`src/rtl/core/ipg_pkg.sv`:
```
// ----------------------------------------------------------------------------
// ipg_pkg
// Shared constants and types for the integer partition generator.
// ----------------------------------------------------------------------------
package ipg_pkg;

  localparam int MAX_NUMBER = 16;
  localparam int VAL_W      = 5;
  localparam int CNT_W      = $clog2(MAX_NUMBER + 1);
  localparam int IDX_W      = $clog2(MAX_NUMBER);

  localparam logic MODE_START   = 1'b0;
  localparam logic MODE_ADVANCE = 1'b1;

  typedef enum logic {
    ALU_ADD,
    ALU_SUB
  } alu_op_t;

  typedef struct packed {
    logic ge;
    logic zero;
  } alu_flags_t;

endpackage

```
`src/rtl/core/integer_partition_generator.sv`:
```
// ----------------------------------------------------------------------------
// integer_partition_generator
// Lists the partitions of a number in reverse lexicographic order, one
// partition per advance command, one part per result beat.
// ----------------------------------------------------------------------------
//  channel  | handshake        | payload
//  ---------+------------------+-------------------------------------
//  command  | start / busy     | mode, target_number
//  result   | strobe (1 cycle) | part_value, last_part, finished
//
//  Start: loads the target as the only part, then issues its one part beat.
//  Advance: reads each part from the end (trailing ones and the part above
//  one), lowers that part, refills copies of it plus any remainder, then
//  issues one beat per part; the scan/refill loop runs through the shared
//  add/subtract unit and the one-read-port part store.
//  Synchronous reset; no partition is held after reset.
//  Results cannot be stalled; busy stays high until the last beat is issued.
// ----------------------------------------------------------------------------
module integer_partition_generator (
  input  logic                          clk,
  input  logic                          rst,
  input  logic                          start,
  output logic                          busy,
  input  logic                          mode,
  input  logic [4:0]                    target_number,
  output logic                          strobe,
  output logic [ipg_pkg::VAL_W-1:0]     part_value,
  output logic                          last_part,
  output logic                          finished
);

  typedef enum logic [2:0] {
    S_IDLE,
    S_RD,
    S_CHK,
    S_LOWER,
    S_BUMP,
    S_FILL,
    S_EMIT
  } state_t;

  localparam logic [ipg_pkg::CNT_W-1:0] CNT_MAX = ipg_pkg::CNT_W'(ipg_pkg::MAX_NUMBER);
  localparam logic [ipg_pkg::VAL_W-1:0] VAL_MAX = ipg_pkg::VAL_W'(ipg_pkg::MAX_NUMBER);
  localparam logic [ipg_pkg::VAL_W-1:0] VAL_ONE = ipg_pkg::VAL_W'(1);

  state_t                       state;
  logic [ipg_pkg::IDX_W-1:0]    pos;
  logic [ipg_pkg::VAL_W-1:0]    sum;
  logic [ipg_pkg::VAL_W-1:0]    value;
  logic [ipg_pkg::CNT_W-1:0]    count;
  logic [ipg_pkg::CNT_W-1:0]    part_count;
  logic [ipg_pkg::CNT_W-1:0]    idx;
  logic                         active;
  logic                         emit_pend;
  logic                         emit_last_pend;

  logic                         we;
  logic [ipg_pkg::IDX_W-1:0]    waddr;
  logic [ipg_pkg::VAL_W-1:0]    wdata;
  logic [ipg_pkg::IDX_W-1:0]    raddr;
  logic [ipg_pkg::VAL_W-1:0]    rdata;

  ipg_pkg::alu_op_t             alu_op;
  logic [ipg_pkg::VAL_W-1:0]    alu_a;
  logic [ipg_pkg::VAL_W-1:0]    alu_b;
  logic [ipg_pkg::VAL_W-1:0]    alu_res;
  ipg_pkg::alu_flags_t          alu_flags;

  logic [ipg_pkg::VAL_W-1:0]    target_clamped;
  logic                         accept;
  logic                         room;

  assign busy   = (state != S_IDLE) || emit_pend;
  assign accept = start && !busy;
  assign room   = (count < CNT_MAX);

  always_comb begin
    if (target_number == '0) begin
      target_clamped = VAL_ONE;
    end else if (target_number > VAL_MAX) begin
      target_clamped = VAL_MAX;
    end else begin
      target_clamped = target_number;
    end
  end

  ipg_ram #(
    .WIDTH (ipg_pkg::VAL_W),
    .DEPTH (ipg_pkg::MAX_NUMBER)
  ) u_parts (
    .clk   (clk),
    .we    (we),
    .waddr (waddr),
    .wdata (wdata),
    .raddr (raddr),
    .rdata (rdata)
  );

  ipg_alu u_alu (
    .op    (alu_op),
    .a     (alu_a),
    .b     (alu_b),
    .res   (alu_res),
    .flags (alu_flags)
  );

  always_comb begin
    alu_op = ipg_pkg::ALU_ADD;
    alu_a  = '0;
    alu_b  = '0;
    case (state)
      S_CHK: begin
        alu_a = sum;
        alu_b = rdata;
      end
      S_LOWER: begin
        alu_op = ipg_pkg::ALU_SUB;
        alu_a  = value;
        alu_b  = VAL_ONE;
      end
      S_BUMP: begin
        alu_a = sum;
        alu_b = VAL_ONE;
      end
      S_FILL: begin
        alu_op = ipg_pkg::ALU_SUB;
        alu_a  = sum;
        alu_b  = value;
      end
      default: ;
    endcase
  end

  always_comb begin
    we    = 1'b0;
    waddr = '0;
    wdata = '0;
    raddr = '0;
    case (state)
      S_IDLE: begin
        if (accept && mode == ipg_pkg::MODE_START) begin
          we    = 1'b1;
          wdata = target_clamped;
        end
      end
      S_RD: raddr = pos;
      S_LOWER: begin
        we    = 1'b1;
        waddr = pos;
        wdata = alu_res;
      end
      S_FILL: begin
        waddr = count[ipg_pkg::IDX_W-1:0];
        if (room && alu_flags.ge) begin
          we    = 1'b1;
          wdata = value;
        end else if (room && !alu_flags.zero) begin
          we    = 1'b1;
          wdata = sum;
        end
      end
      S_EMIT: raddr = idx[ipg_pkg::IDX_W-1:0];
      default: ;
    endcase
  end

  always_ff @(posedge clk) begin
    if (rst) begin
      state      <= S_IDLE;
      active     <= 1'b0;
      part_count <= '0;
      emit_pend  <= 1'b0;
      strobe     <= 1'b0;
    end else begin
      strobe    <= 1'b0;
      emit_pend <= 1'b0;
      if (emit_pend) begin
        strobe     <= 1'b1;
        part_value <= rdata;
        last_part  <= emit_last_pend;
        finished   <= 1'b0;
      end
      case (state)
        S_IDLE: begin
          if (accept) begin
            if (mode == ipg_pkg::MODE_START) begin
              part_count <= ipg_pkg::CNT_W'(1);
              active     <= 1'b1;
              idx        <= '0;
              state      <= S_EMIT;
            end else if (!active || part_count == '0) begin
              active     <= 1'b0;
              strobe     <= 1'b1;
              part_value <= '0;
              last_part  <= 1'b0;
              finished   <= 1'b1;
            end else begin
              pos   <= ipg_pkg::IDX_W'(part_count - ipg_pkg::CNT_W'(1));
              sum   <= '0;
              state <= S_RD;
            end
          end
        end
        S_RD: state <= S_CHK;
        S_CHK: begin
          if (rdata > VAL_ONE) begin
            value <= rdata;
            state <= S_LOWER;
          end else begin
            sum <= alu_res;
            if (pos == '0) begin
              // all ones: sequence is done
              active     <= 1'b0;
              strobe     <= 1'b1;
              part_value <= '0;
              last_part  <= 1'b0;
              finished   <= 1'b1;
              state      <= S_IDLE;
            end else begin
              pos   <= pos - ipg_pkg::IDX_W'(1);
              state <= S_RD;
            end
          end
        end
        S_LOWER: begin
          value <= alu_res;
          count <= ipg_pkg::CNT_W'(pos) + ipg_pkg::CNT_W'(1);
          state <= S_BUMP;
        end
        S_BUMP: begin
          sum   <= alu_res;
          state <= S_FILL;
        end
        S_FILL: begin
          if (room && alu_flags.ge) begin
            sum   <= alu_res;
            count <= count + ipg_pkg::CNT_W'(1);
          end else begin
            if (room && !alu_flags.zero) begin
              part_count <= count + ipg_pkg::CNT_W'(1);
            end else begin
              part_count <= count;
            end
            idx   <= '0;
            state <= S_EMIT;
          end
        end
        S_EMIT: begin
          emit_pend      <= 1'b1;
          emit_last_pend <= (idx == part_count - ipg_pkg::CNT_W'(1));
          if (idx == part_count - ipg_pkg::CNT_W'(1)) begin
            state <= S_IDLE;
          end else begin
            idx <= idx + ipg_pkg::CNT_W'(1);
          end
        end
        default: state <= S_IDLE;
      endcase
    end
  end

`ifndef ASSERT_OFF
  a_fin_not_last: assert property (@(posedge clk) disable iff (rst)
    strobe |-> !(finished && last_part))
    else $error("finished beat flagged as last part");

  a_fin_zero: assert property (@(posedge clk) disable iff (rst)
    (strobe && finished) |-> (part_value == '0))
    else $error("finished beat carries a nonzero part");

  a_parts_contiguous: assert property (@(posedge clk) disable iff (rst)
    (strobe && !finished && !last_part) |=> strobe)
    else $error("gap inside a partition's beats");

  a_start_busy: assert property (@(posedge clk) disable iff (rst)
    (start && !busy && mode == ipg_pkg::MODE_START) |=> busy)
    else $error("start command did not raise busy");
`endif

endmodule

```
`src/rtl/core/ipg_ram.sv`:
```
// ----------------------------------------------------------------------------
// ipg_ram
// Generic single-write, single-read RAM with registered read data.
// ----------------------------------------------------------------------------
module ipg_ram #(
  parameter int WIDTH = 8,
  parameter int DEPTH = 16
) (
  input  logic                     clk,
  input  logic                     we,
  input  logic [$clog2(DEPTH)-1:0] waddr,
  input  logic [WIDTH-1:0]         wdata,
  input  logic [$clog2(DEPTH)-1:0] raddr,
  output logic [WIDTH-1:0]         rdata
);

  logic [WIDTH-1:0] mem [DEPTH];

  always_ff @(posedge clk) begin
    if (we) begin
      mem[waddr] <= wdata;
    end
    rdata <= mem[raddr];
  end

endmodule

```
`src/rtl/core/ipg_alu.sv`:
```
// ----------------------------------------------------------------------------
// ipg_alu
// Shared add/subtract unit with compare and zero flags, reused by the scan, lower, bump and fill steps.
// ----------------------------------------------------------------------------
module ipg_alu (
  input  ipg_pkg::alu_op_t              op,
  input  logic [ipg_pkg::VAL_W-1:0]     a,
  input  logic [ipg_pkg::VAL_W-1:0]     b,
  output logic [ipg_pkg::VAL_W-1:0]     res,
  output ipg_pkg::alu_flags_t           flags
);

  always_comb begin
    case (op)
      ipg_pkg::ALU_ADD: res = a + b;
      ipg_pkg::ALU_SUB: res = a - b;
      default:          res = a + b;
    endcase
    flags.ge   = (a >= b);
    flags.zero = (a == '0);
  end

endmodule

```
`config.mk`:
```
export PLATFORM = sky130hd
export DESIGN_NAME = integer_partition_generator
export DESIGN_NICKNAME = d
export VERILOG_FILES = /design/src/rtl/core/ipg_pkg.sv /design/src/rtl/core/integer_partition_generator.sv /design/src/rtl/core/ipg_ram.sv /design/src/rtl/core/ipg_alu.sv
export SDC_FILE = /design/constraint.sdc
export NUM_CORES = 1
export LEC_CHECK = 0
export BUFFER_PORTS_ARGS = -buffer_cell sky130_fd_sc_hd__buf_2
export CORE_UTILIZATION = 48
export CTS_CLUSTER_SIZE = 25
export DETAILED_ROUTE_END_ITERATION = 16
export SLEW_MARGIN = 20
export SYNTH_ARGS = -nofsm -noshare
export SYNTH_HDL_FRONTEND = slang
export SYNTH_SLANG_ARGS = --single-unit
```
`constraint.sdc`:
```
create_clock -name clk -period 5.5 [get_ports clk]
set_input_delay 0.825 -clock clk [delete_from_list [all_inputs] [get_ports clk]]
set_output_delay 0.825 -clock clk [all_outputs]
set_load 0.01 [all_outputs]
```
==> results.md, run 1 <==
- The floorplan step set the die height to between 100 and 150 um.
- The fraction of final layout cells sized beyond drive strength 1 is 0.1341.
- The worst setup path is captured at a flop.
- The top flip-flop cell by instance count after synthesis is sky130_fd_sc_hd__edfxtp_1.
- The worst hold path belongs to the class flop to flop.
- For this run, the number of Yosys warnings is 0.
- The detail route stage leaves a number of antenna-violating nets equal to 0.
- The wire-length estimate of the detail-placed layout is roughly 11000 um.
- The first detailed-routing pass ran for 5 iterations.
- The highest metal layer carrying signal wires in the routed design is met4.
- The flow ran to the end, and the final reports show no timing, DRC or antenna violations.
- No sink is reached through more buffers than the 2 on the longest clock path.
- The maximum clock frequency is 215.9 MHz.
- Counting flops with an async set or reset pin after synthesis yields a share of 0.
- The most frequent standard cell in the layout excluding fill and tap cells is sky130_fd_sc_hd__edfxtp_1.
- The post-synthesis sequential element count is between 100 and 150.
- After clock tree synthesis, the clock-pin slew on the worst setup and hold paths is about 0.06 ns.
- In this run the tightest slew margin relative to its limit is 0.2844.
- The worst path needs about 4.6 ns of the cycle, external delays included.
- The number of buffers created by CTS is 17.
- For this block, the initial DRC count from the detailed router was ~520.
- In the finished design, the share of the clock period the worst path needs comes to 0.8421.
- In this run the tool buffered the top-level ports with 17 buffer cells.
- The number of global-route vias before repair is between 4000 and 5000.
- The number of setup buffers added after CTS is 0.
- The final routed DRC violation total is 0.
- Setup repair after global routing left no endpoint under its margin.
- The tree is rooted in a sky130_fd_sc_hd__clkbuf_16.
- The final count of pins violating max slew is 0.
- The library cells used most frequently in the layout, excluding fill and tap cells, are sky130_fd_sc_hd__edfxtp_1, sky130_fd_sc_hd__nor2_1, sky130_fd_sc_hd__nand2_1.
- The count of flip-flops with a built-in enable after synthesis is around 110.
- The tightest hold path in the finished design has a slack of between 0.4 and 0.5 ns.
- The clock tree from TritonCTS is built.
- The post-CTS resize count is 0.
- The critical path start-end classification is flop to flop.
- The mean number of vias per cell is slightly below 6.
- The number of primary I/O pins is 18.
- The die area is about 0.014 mm^2.
- The tool flagged a number of max-cap violations equal to 0.
- The total power density per cell area is around 420 mW/mm^2.
- The number of nets in the synthesized netlist is just over 600.
- Across the routed clock network, the largest skew measured is roughly 0.0070 ns.
- The setup TNS is 0 ns.
- The setup check on the worst reg-to-reg path leaves a slack of 0.87 ns.
- The worst setup path is launched from a flop.
- For this configuration, the core starts out at a cell density of 0.4999.
- The H-tree was split into 4 levels.
- The reported leakage power is 2.685 nW.
- The length of routed met2 wiring is 6926 um.
- The register area share after synthesis is 0.5477.
- For this run, the total global-route usage over all layers was measured as 0.2268.
- The number of instances in the synthesized netlist is slightly below 600.
- Synthesis instantiated 63 different standard cells from the library.
- Summing over every cut layer, the via total after detailed routing is around 4600.
- The actual transition at the worst max-transition pin is approximately 1.1 ns.
- The antenna diode instance count is 0.
- The largest net degree at the start of global routing is 41.
- For the worst setup path, the data arrival time is 4.67 ns.
- The clock latency of the later-clocked register in the worst-skew pair is ~0.42 ns.
- The residual overflow from global routing is 0.
- The met3 wirelength from detailed routing is roughly 800 um.
- The total setup violations reported at the end of the flow is 0.
- Across the VDD grid, the largest voltage drop is 0.1768 mV.
- The placer congestion estimate is around 0.94.
- The synthesized netlist occupies a cell area of slightly below 0.007 mm^2.
- The initial antenna violation count is 0.
- The layout overhead on the synthesized area is 11.01%.
- In the final design database the tool counted 618 nets.
- The total detailed-routing wirelength is 15260 um.
- The width of the chip is between 100 and 150 um.
- After detailed routing, the wire length on met1 is between 7000 and 8000 um.
- Of all nets on the critical path, the largest fanout is 25.
- The hold violation count in the final report is 0.
- For this run, the share of the core covered by cells in the final layout is 0.5550.
- The wire length of the first global-routing pass is 24140 um.
- The per-instance average area after synthesis is 11.58 um^2.
- The mean routed wirelength per cell is 19.56 um.
- The data required time of the critical path is 5.54 ns.
- The floorplan has 42 rows.
- The floorplan step defined a core boundary enclosing 0.01345 mm^2.
- After clock tree synthesis, the flow added hold-fix buffers numbering 0.
- Clock tree synthesis found a total of between 100 and 150 sinks.
-- sequential cells by signal, indices dropped and copies added (netlist names), 4 cells and up --
signal,flops
idx,5
u_parts.mem,80
part_value,5
pos,4
u_parts.rdata,5
part_count,5
count,5
sum,5
value,5
-- cell type report --
cell class | count | area [um^2]
inverter | 20 | 75.07
clock inverter | 14 | 138.9
tap | 176 | 220.2
multi-input combinational | 399 | 2774
clock buffer | 18 | 429.2
fill | 1163 | 5987
sequential | 128 | 3684
timing repair buffer | 25 | 145.1
-- metrics by stage --
step	total power [mW]	cell area, um^2	std cells	setup WS, ns
finish	3.160	7466	780	0.8687
global route	3.301	7466	780	0.6479
CTS	3.169	7466	780	0.9512
detailed placement	2.084	6898	748	0.9707
global placement	2.077	6898	748	1.136
floorplan	1.865	6725	581	1.495
-- where the power goes --
part / total, mW / switching, mW / internal, mW / leakage [nW]
combinational: 0.812 / 0.495 / 0.317 / 1.25
sequential: 1.26 / 0.101 / 1.16 / 1.17
clock: 1.08 / 0.419 / 0.664 / 0.268
total: 3.16 / 1.01 / 2.14 / 2.69
-- worst paths after layout --
kind	from	depth (start not counted)	end
worst max-delay path	state[1]$_SDFFE_PP0P_	13	u_parts.mem[8][2]$_DFFE_PP_
worst min-delay path	part_count[1]$_SDFFE_PP0P_	1	part_count[1]$_SDFFE_PP0P_
worst max register to register	state[1]$_SDFFE_PP0P_	13	u_parts.mem[8][2]$_DFFE_PP_
worst min register to register	part_count[1]$_SDFFE_PP0P_	1	part_count[1]$_SDFFE_PP0P_
-- cell usage after synthesis, types with 11 or more instances --
| library cell | n | area share |
|---|---|---|
| sky130_fd_sc_hd__a21oi_1 | 34 | 0.025 |
| sky130_fd_sc_hd__buf_2 | 14 | 0.010 |
| sky130_fd_sc_hd__clkbuf_1 | 12 | 0.0067 |
| sky130_fd_sc_hd__dfxtp_1 | 16 | 0.048 |
| sky130_fd_sc_hd__edfxtp_1 | 112 | 0.50 |
| sky130_fd_sc_hd__ha_1 | 16 | 0.030 |
| sky130_fd_sc_hd__inv_1 | 17 | 0.0095 |
| sky130_fd_sc_hd__mux2_2 | 11 | 0.018 |
| sky130_fd_sc_hd__mux2i_1 | 43 | 0.064 |
| sky130_fd_sc_hd__nand2_1 | 48 | 0.027 |
| sky130_fd_sc_hd__nor2_1 | 58 | 0.032 |
| sky130_fd_sc_hd__nor2b_1 | 12 | 0.011 |
| sky130_fd_sc_hd__nor3_1 | 13 | 0.0097 |
| sky130_fd_sc_hd__o21ai_0 | 11 | 0.0082 |
| sky130_fd_sc_hd__xnor2_1 | 16 | 0.021 |
-- worst max-delay path, cell delays in order (launching register included) --
cell	delay, ns
sky130_fd_sc_hd__dfxtp_1	0.30
sky130_fd_sc_hd__buf_4	0.20
sky130_fd_sc_hd__and2b_1	0.46
sky130_fd_sc_hd__and2_1	0.55
sky130_fd_sc_hd__nand2_1	0.11
sky130_fd_sc_hd__a21o_1	0.19
sky130_fd_sc_hd__ha_1	0.43
sky130_fd_sc_hd__inv_2	0.06
sky130_fd_sc_hd__o31ai_1	0.37
sky130_fd_sc_hd__o221a_2	0.46
sky130_fd_sc_hd__o21bai_1	0.18
sky130_fd_sc_hd__a21oi_1	0.06
sky130_fd_sc_hd__buf_4	0.19
sky130_fd_sc_hd__nor3b_1	0.69
-- routing by layer --
layer | vias to the layer above | GRT usage
li1 | 2185 | -
met1 | 2231 | 0.3116
met2 | 142 | 0.3452
met3 | 26 | 0.05283
met4 | 0 | 0.09491
met5 | - | 0
-- logic make-up after synthesis --
group | count (synthesis) | synth area share
xor gates and xnor gates | 26 | 0.03591
muxes | 54 | 0.08242
adders and majority gates | 18 | 0.03572
AOI/OAI and AO/OA | 125 | 0.1330
buffers and inverters | 54 | 0.04019
DFF | 128 | 0.5477
and+or+nand+nor | 176 | 0.1250
(Power assumes the default switching activity.)
==> inputs of run 2 (changes only) <==
- PLACE_DENSITY: default -> 0.66
- clock period: 5.5 -> 3.9 ns (I/O delays scaled with it)
==> results.md, run 2 (synthesized netlist as in run 1, its figures left out) <==
- The reported net switching power was 1.470 mW (+45%).
- The fraction of final layout cells sized beyond drive strength 1 is 0.1715 (+0.03737).
- The part of the total power dissipated in sequential elements is 0.395 (-0.005).
- The data required time of the critical path is 4.01 ns (-1.53 ns).
- The number of DRC violations after detailed-routing iteration 0 is 484 (-6.7%).
- The number of flip-flops in the largest register is 80 (unchanged).
- The worst hold margin was 0.4950 ns (+0.002377 ns).
- The worst hold path class is flop to flop.
- The hold violation count in the final report is 0 (unchanged).
- The reported leakage power is 2.795 nW (+4.1%).
- The net switching share of the total power is 0.3238 (+0.002582).
- The total power density per cell area is 594.2 mW/mm^2 (+40%).
- The maximum clock frequency is 274.2 MHz (+27%).
- The residual overflow from global routing is 0 (unchanged).
- The portion of the clock cycle consumed by the worst path in the final layout is 0.9352 (+0.09317).
- The setup skew after layout is 0.009804 ns (+0.002807 ns).
- The mean number of vias per cell is 5.968 (+1.5%).
- Leaving out fill and tap cells, the most frequent cell in the layout is sky130_fd_sc_hd__edfxtp_1.
- The cell count after placement is 768 (+2.7%).
- The count of input and output buffers is 17 (unchanged).
- The overall die height is 120.4 um (unchanged).
- The via total after detailed routing is 4774 (+4.1%).
- The area growth from synthesis to layout is 13.60%.
- The total area of sequential cells is 0.003686 mm^2 (about the same).
- The run finished with clean final reports.
- Setup repair after global routing left no endpoint under its margin.
- The layout net count is 638 (+3.2%).
- STA classifies the critical path endpoint as a flop.
- The total detailed-routing wirelength is 16570 um (+8.6%).
- The final standard cell count with taps included and fillers excluded is 800 (+2.6%).
- The die area is 0.01449 mm^2 (unchanged).
- The number of nets still failing antenna checks after routing is 0 (unchanged).
- The number of maximum-capacitance violations came to 0 (unchanged).
- The normalized max-slew margin was 0.5249 (+0.2405).
- The number of global-route vias before repair was 4659 (+4.9%).
- The H-tree depth came to 4 (unchanged).
- The final period demand of the worst path was 3.647 ns (-0.9839 ns).
- The initial antenna violation count is 0 (unchanged).
- The number of primary I/O pins came to 18 (unchanged).
- The actual transition at the worst max-transition pin is 0.7111 ns (-0.3623 ns).
- The top fanout value on the critical path is 16 (-36%).
- The internal reg-to-reg setup slack came to 0.25 ns (-0.62 ns).
- The critical path start-end classification is flop to flop.
- The all-layer global routing usage was 0.2451 (+0.01832).
- The HPWL after detailed placement is 12050 um (+11%).
- The CTS sink count was 128 (unchanged).
- The number of buffers inserted by post-CTS setup repair is 0 (unchanged).
- The combinational share of power is 0.270 (+0.013).
- The buffer type at the clock tree root is sky130_fd_sc_hd__clkbuf_16.
- The filler cell count came to 1143 (-1.7%).
- The data arrival time of the critical path is 3.76 ns (-0.91 ns).
- The number of search-and-repair iterations in the first detailed-routing pass came to 5 (unchanged).
- The initial cell density of the core is 0.4999 (unchanged).
- The final instance area is 0.007640 mm^2 (+2.3%).
- The clock slew seen by the registers of the worst setup and hold paths is 0.06 ns (about the same).
- The final core area utilization is 0.5679 (+0.01293).
- The wire length of the first global-routing pass came to 26060 um (+7.9%).
- The mean routed wirelength per cell is 20.71 um (+5.9%).
- The internal cell power came to 3.070 mW (+43%).
- The final routed DRC violation total is 0 (unchanged).
- The clock share of power is 0.336 (-0.007).
- The post-layout worst setup margin is 0.2526 ns (-0.6161 ns).
- The largest net degree at the start of global routing is 41 (unchanged).
- In the layout the commonest cells are sky130_fd_sc_hd__edfxtp_1, sky130_fd_sc_hd__nor2_1, sky130_fd_sc_hd__nand2_1.
- The width of the chip was 120.4 um (unchanged).
- The placeable core region is 0.01345 mm^2 (unchanged).
- The setup TNS is 0 ns (unchanged).
- The instance area after placement is 0.007061 mm^2 (+2.4%).
- The overall power came to 4.540 mW (+44%).
- The maximum number of buffers from clock root to sink is 2 (unchanged).
- TritonCTS built the clock tree.
- The final count of pins violating max slew is 0 (unchanged).
- The clock latency of the later-clocked register in the worst-skew pair is 0.42 ns (about the same).
- The total setup violations reported at the end of the flow came to 0 (unchanged).
- The worst ir drop on vdd was 0.3208 mV (+81%).
- The cell row count is 42 (unchanged).
- The number of buffers created by CTS was 17 (unchanged).
- STA classifies the critical path startpoint as a flop.
- The post-place setup slack is 0.006998 ns (-0.9637 ns).
- The hold buffer count at CTS is 0 (unchanged).
- The antenna diode instance count is 0 (unchanged).
- The top register by number of flip-flops is u_parts.mem.
- The placer congestion estimate came to 1.019 (+8.6%).
- The combined area of the multi-input logic cells is 0.002783 mm^2 (+0.32%).
## run 2: changes by cell type in the layout (fill, tap and decap cells not counted), moves of 2 or more
cell | before | now
sky130_fd_sc_hd__buf_4 | 8 | 27
sky130_fd_sc_hd__dfxtp_2 | 0 | 2
sky130_fd_sc_hd__a221o_1 | 9 | 6
sky130_fd_sc_hd__dfxtp_1 | 16 | 14
sky130_fd_sc_hd__clkinv_1 | 2 | 4
sky130_fd_sc_hd__a221o_2 | 0 | 3
## run 2: repair_timing
| item | 4_1_cts | 5_1_grt |
|---|---|---|
| pin swaps | 0 | 0 |
| resized for setup | 1 | 6 |
| endpoints found under the hold margin | 0 | 0 |
| setup endpoints to repair | 3 | 90 |
## run 2: worst paths after layout
check / from / cells past startpoint / to
worst max-delay path: state[1]$_SDFFE_PP0P_ / 12 / u_parts.mem[6][4]$_DFFE_PP_
worst min-delay path: part_count[1]$_SDFFE_PP0P_ / 1 / part_count[1]$_SDFFE_PP0P_
worst max register to register: state[1]$_SDFFE_PP0P_ / 12 / u_parts.mem[6][4]$_DFFE_PP_
worst min register to register: part_count[1]$_SDFFE_PP0P_ / 1 / part_count[1]$_SDFFE_PP0P_
## run 2: final cells by class
class | instances | area share
clock buffer | 17 | 0.05568
clock inverter | 15 | 0.01867
tap | 176 | 0.02882
sequential | 128 | 0.4825
timing repair buffer | 45 | 0.04029
inverter | 20 | 0.009826
multi-input combinational | 399 | 0.3642
## run 2: worst max-delay path: stages, from the launching register on
cell	delay, ns
sky130_fd_sc_hd__dfxtp_2	0.42
sky130_fd_sc_hd__inv_2	0.10
sky130_fd_sc_hd__nor3_1	0.23
sky130_fd_sc_hd__buf_4	0.20
sky130_fd_sc_hd__nand2_1	0.07
sky130_fd_sc_hd__a21o_1	0.21
sky130_fd_sc_hd__ha_1	0.42
sky130_fd_sc_hd__inv_2	0.06
sky130_fd_sc_hd__o31ai_1	0.41
sky130_fd_sc_hd__a21oi_1	0.13
sky130_fd_sc_hd__o31ai_1	0.30
sky130_fd_sc_hd__and2b_1	0.29
sky130_fd_sc_hd__a221o_2	0.50
## run 2: power groups by stage
stage          Combinational, mW  Sequential [mW]  Clock, mW
2_1_floorplan              0.899             1.73          0
3_3_place_gp                1.19             1.81          0
3_5_place_dp                1.20             1.81          0
4_1_cts                     1.21             1.78       1.54
5_1_grt                     1.33             1.80       1.59
6_report                    1.22             1.79       1.52
## run 2: per-layer routing
layer | vias up | GRT usage | share of wire
li1 | 2230 | - | -
met1 | 2308 | 0.3481 | 0.47
met2 | 189 | 0.3527 | 0.43
met3 | 47 | 0.06981 | 0.074
met4 | 0 | 0.09722 | 0.026
met5 | - | 0 | 0
==> inputs of run 3 (changes only) <==
- CORE_UTILIZATION: 48 -> 55
- PLACE_DENSITY: 0.66 -> 0.74
==> results.md, run 3 (synthesized netlist as in run 1, its figures left out) <==
- The number of maximum-capacitance violations is 0 (unchanged).
- The number of nets still failing antenna checks after routing was 0 (unchanged).
- The number of flip-flops in the largest register is 80 (unchanged).
- The largest net degree at the start of global routing is 41 (unchanged).
- The final standard cell count with taps included and fillers excluded is 764 (-4.5%).
- The internal reg-to-reg setup slack is 0.27 ns (+0.02 ns).
- The initial antenna violation count is 0 (unchanged).
- The HPWL after detailed placement is 11100 um (-7.9%).
- The normalized max-slew margin is 0.5061 (-0.01880).
- The data arrival time of the critical path is 3.67 ns (-0.09 ns).
- The mean routed wirelength per cell came to 21.08 um (+1.8%).
- The setup TNS came to 0 ns (unchanged).
- The placer congestion estimate is 0.9473 (-7.0%).
- The internal cell power is 3.116 mW (+1.5%).
- The mean number of vias per cell is 6.268 (+5.0%).
- TritonCTS built the clock tree.
- The actual transition at the worst max-transition pin is 0.7392 ns (+0.02811 ns).
- The cell row count is 40 (-4.8%).
- The top fanout value on the critical path is 7 (-9).
- The buffer type at the clock tree root is sky130_fd_sc_hd__clkbuf_16.
- The via total after detailed routing is 4789 (+0.31%).
- The top cell types in the final layout, fill and taps aside, are sky130_fd_sc_hd__edfxtp_1, sky130_fd_sc_hd__nor2_1, sky130_fd_sc_hd__nand2_1.
- The reported net switching power is 1.470 mW (about the same).
- In this run the critical register-to-register path is captured at u_parts.mem[14][2]$_DFFE_PP_.
- The maximum clock frequency is 275.7 MHz (+0.55%).
- The worst setup path is launched from a flop.
- The layout net count is 631 (-1.1%).
- The most frequent standard cell in the layout excluding fill and tap cells is sky130_fd_sc_hd__edfxtp_1.
- The number of DRC violations after detailed-routing iteration 0 is 579 (+20%).
- The final routed DRC violation total is 1 (+1).
- The number of buffers created by CTS is 17 (unchanged).
- The startpoint of the worst hold path is part_count[1]$_SDFFE_PP0P_.
- The total detailed-routing wirelength was 16110 um (-2.8%).
- The portion of the clock cycle consumed by the worst path in the final layout is 0.9301 (-0.005153).
- The worst reg-to-reg path cell count is 11 (-1).
- The worst hold path class is flop to flop.
- The endpoint of the worst hold path is part_count[1]$_SDFFE_PP0P_.
- The critical path start-end classification is flop to flop.
- The clock latency of the later-clocked register in the worst-skew pair is 0.41 ns (about the same).
- The nature of the critical path endpoint is a flop.
- The clock slew seen by the registers of the worst setup and hold paths is 0.06 ns (about the same).
- The number of primary I/O pins is 18 (unchanged).
- The hold violation count in the final report is 0 (unchanged).
- The worst ir drop on vdd is 0.3250 mV (+1.3%).
- Setup repair after global routing left no endpoint under its margin.
- The H-tree depth is 4 (unchanged).
- The fraction of final layout cells sized beyond drive strength 1 is 0.1556 (-0.01588).
- The all-layer global routing usage was 0.2677 (+0.02261).
- The width of the chip was 112.6 um (-6.5%).
- The hold buffer count at CTS is 0 (unchanged).
- The die area is 0.01267 mm^2 (-13%).
- The final period demand of the worst path is 3.627 ns (-0.02010 ns).
- The cell count after placement is 732 (-4.7%).
- The total setup violations reported at the end of the flow is 0 (unchanged).
- The final reports fail on DRC.
- The number of search-and-repair iterations in the first detailed-routing pass is 10 (+5).
- The wire length of the first global-routing pass is 25160 um (-3.5%).
- The CTS sink count is 128 (unchanged).
- The reported leakage power came to 2.774 nW (-0.78%).
- The flow ran to the end, but the final reports show violations.
- The setup skew after layout is 0.007341 ns (-0.002464 ns).
- The maximum number of buffers from clock root to sink came to 2 (unchanged).
- The clock share of power came to 0.349 (+0.013).
- The placeable core region was 0.01196 mm^2 (-11%).
- The combinational share of power is 0.257 (-0.013).
- The beginning of the worst register-to-register path is state[2]$_SDFFE_PP0P_.
- The data required time of the critical path came to 3.95 ns (-0.06 ns).
- The top register by number of flip-flops is u_parts.mem.
- The layout overhead on the synthesized area is 12.60%.
- The overall die height came to 112.6 um (-6.5%).
- The number of global-route vias before repair is 4518 (-3.0%).
- The number of cells on the worst hold path is 1 (unchanged).
- The residual overflow from global routing is 0 (unchanged).
- The part of the total power dissipated in sequential elements is 0.394 (about the same).
- The final count of pins violating max slew is 0 (unchanged).
- The total power density per cell area was 605.5 mW/mm^2 (+1.9%).
- The count of input and output buffers is 17 (unchanged).
- The net switching share of the total power is 0.3205 (-0.003303).
- The initial cell density of the core is 0.5622 (+0.06233).
- The antenna diode instance count came to 0 (unchanged).
- The filler cell count is 879 (-23%).
==> run 3: power by group through the flow <==
stage | clock network [mW] | logic, mW | registers (mW)
after detailed placement | 0 | 1.15 | 1.82
after floorplan | 0 | 0.899 | 1.73
final | 1.60 | 1.18 | 1.81
after CTS | 1.61 | 1.16 | 1.80
after global placement | 0 | 1.13 | 1.82
after global routing | 1.67 | 1.28 | 1.81
==> run 3: worst max-delay path by stage <==
stage,startpoint,to
after floorplan,state[2]$_SDFFE_PP0P_,count[0]$_DFFE_PP_
after global placement,state[0]$_SDFFE_PP0P_,u_parts.mem[5][4]$_DFFE_PP_
after detailed placement,state[0]$_SDFFE_PP0P_,u_parts.mem[1][2]$_DFFE_PP_
after CTS,state[0]$_SDFFE_PP0P_,u_parts.mem[5][2]$_DFFE_PP_
after global routing,state[2]$_SDFFE_PP0P_,u_parts.mem[11][0]$_DFFE_PP_
final,state[2]$_SDFFE_PP0P_,u_parts.mem[14][2]$_DFFE_PP_
==> run 3: through the flow <==
stage | instance area [um^2] | hold slack [ns] | worst slack, ns | utilization | power [mW]
5_1_grt | 7572 | 0.5029 | 0.02521 | 0.6331 | 4.757
6_report | 7572 | 0.4855 | 0.2727 | 0.6331 | 4.585
2_1_floorplan | 6726 | 0.4551 | 0.03094 | - | 2.631
3_3_place_gp | 6972 | 0.4777 | 0.2011 | 0.5828 | 2.948
3_5_place_dp | 6972 | 0.4778 | 0.1156 | 0.5828 | 2.970
4_1_cts | 7567 | 0.4888 | 0.1129 | 0.6326 | 4.567
==> run 3: critical path: stages, from the launching register on <==
cell and delay [ns]:
sky130_fd_sc_hd__dfxtp_1 0.44, sky130_fd_sc_hd__and2b_1 0.19, sky130_fd_sc_hd__and2_1 0.28, sky130_fd_sc_hd__nand2_1 0.09
sky130_fd_sc_hd__a21o_1 0.17, sky130_fd_sc_hd__ha_1 0.43, sky130_fd_sc_hd__inv_2 0.07, sky130_fd_sc_hd__o31ai_1 0.35
sky130_fd_sc_hd__o221a_2 0.27, sky130_fd_sc_hd__o21bai_1 0.17, sky130_fd_sc_hd__a32oi_1 0.20, sky130_fd_sc_hd__nor2b_1 0.60
==> run 3: final cells by class <==
| cell class | instances | area, um^2 | share of cell area |
|---|---|---|---|
| clock inverters | 12 | 158.9 | 0.02098 |
| clock buffers | 20 | 436.7 | 0.05767 |
| multi-input cells | 399 | 2778 | 0.3668 |
| flip-flops and latches | 128 | 3685 | 0.4866 |
| well taps | 147 | 183.9 | 0.02429 |
| repair buffers | 38 | 255.2 | 0.03371 |
| inverters | 20 | 75.07 | 0.009914 |
==> run 3: what timing repair did <==
action | CTS | global route
setup buffers | 0 | 0
gates resized for setup | 0 | 2
setup endpoints to repair | 0 | 127
==> run 3: routing by layer <==
| layer | vias to the layer above | GRT usage | routed length [um] |
|---|---|---|---|
| met5 | - | 0 | 0 |
| met4 | 0 | 0.09778 | 340 |
| met3 | 31 | 0.04752 | 1169 |
| met2 | 223 | 0.4025 | 7474 |
| met1 | 2318 | 0.3903 | 7123 |
| li1 | 2217 | - | - |
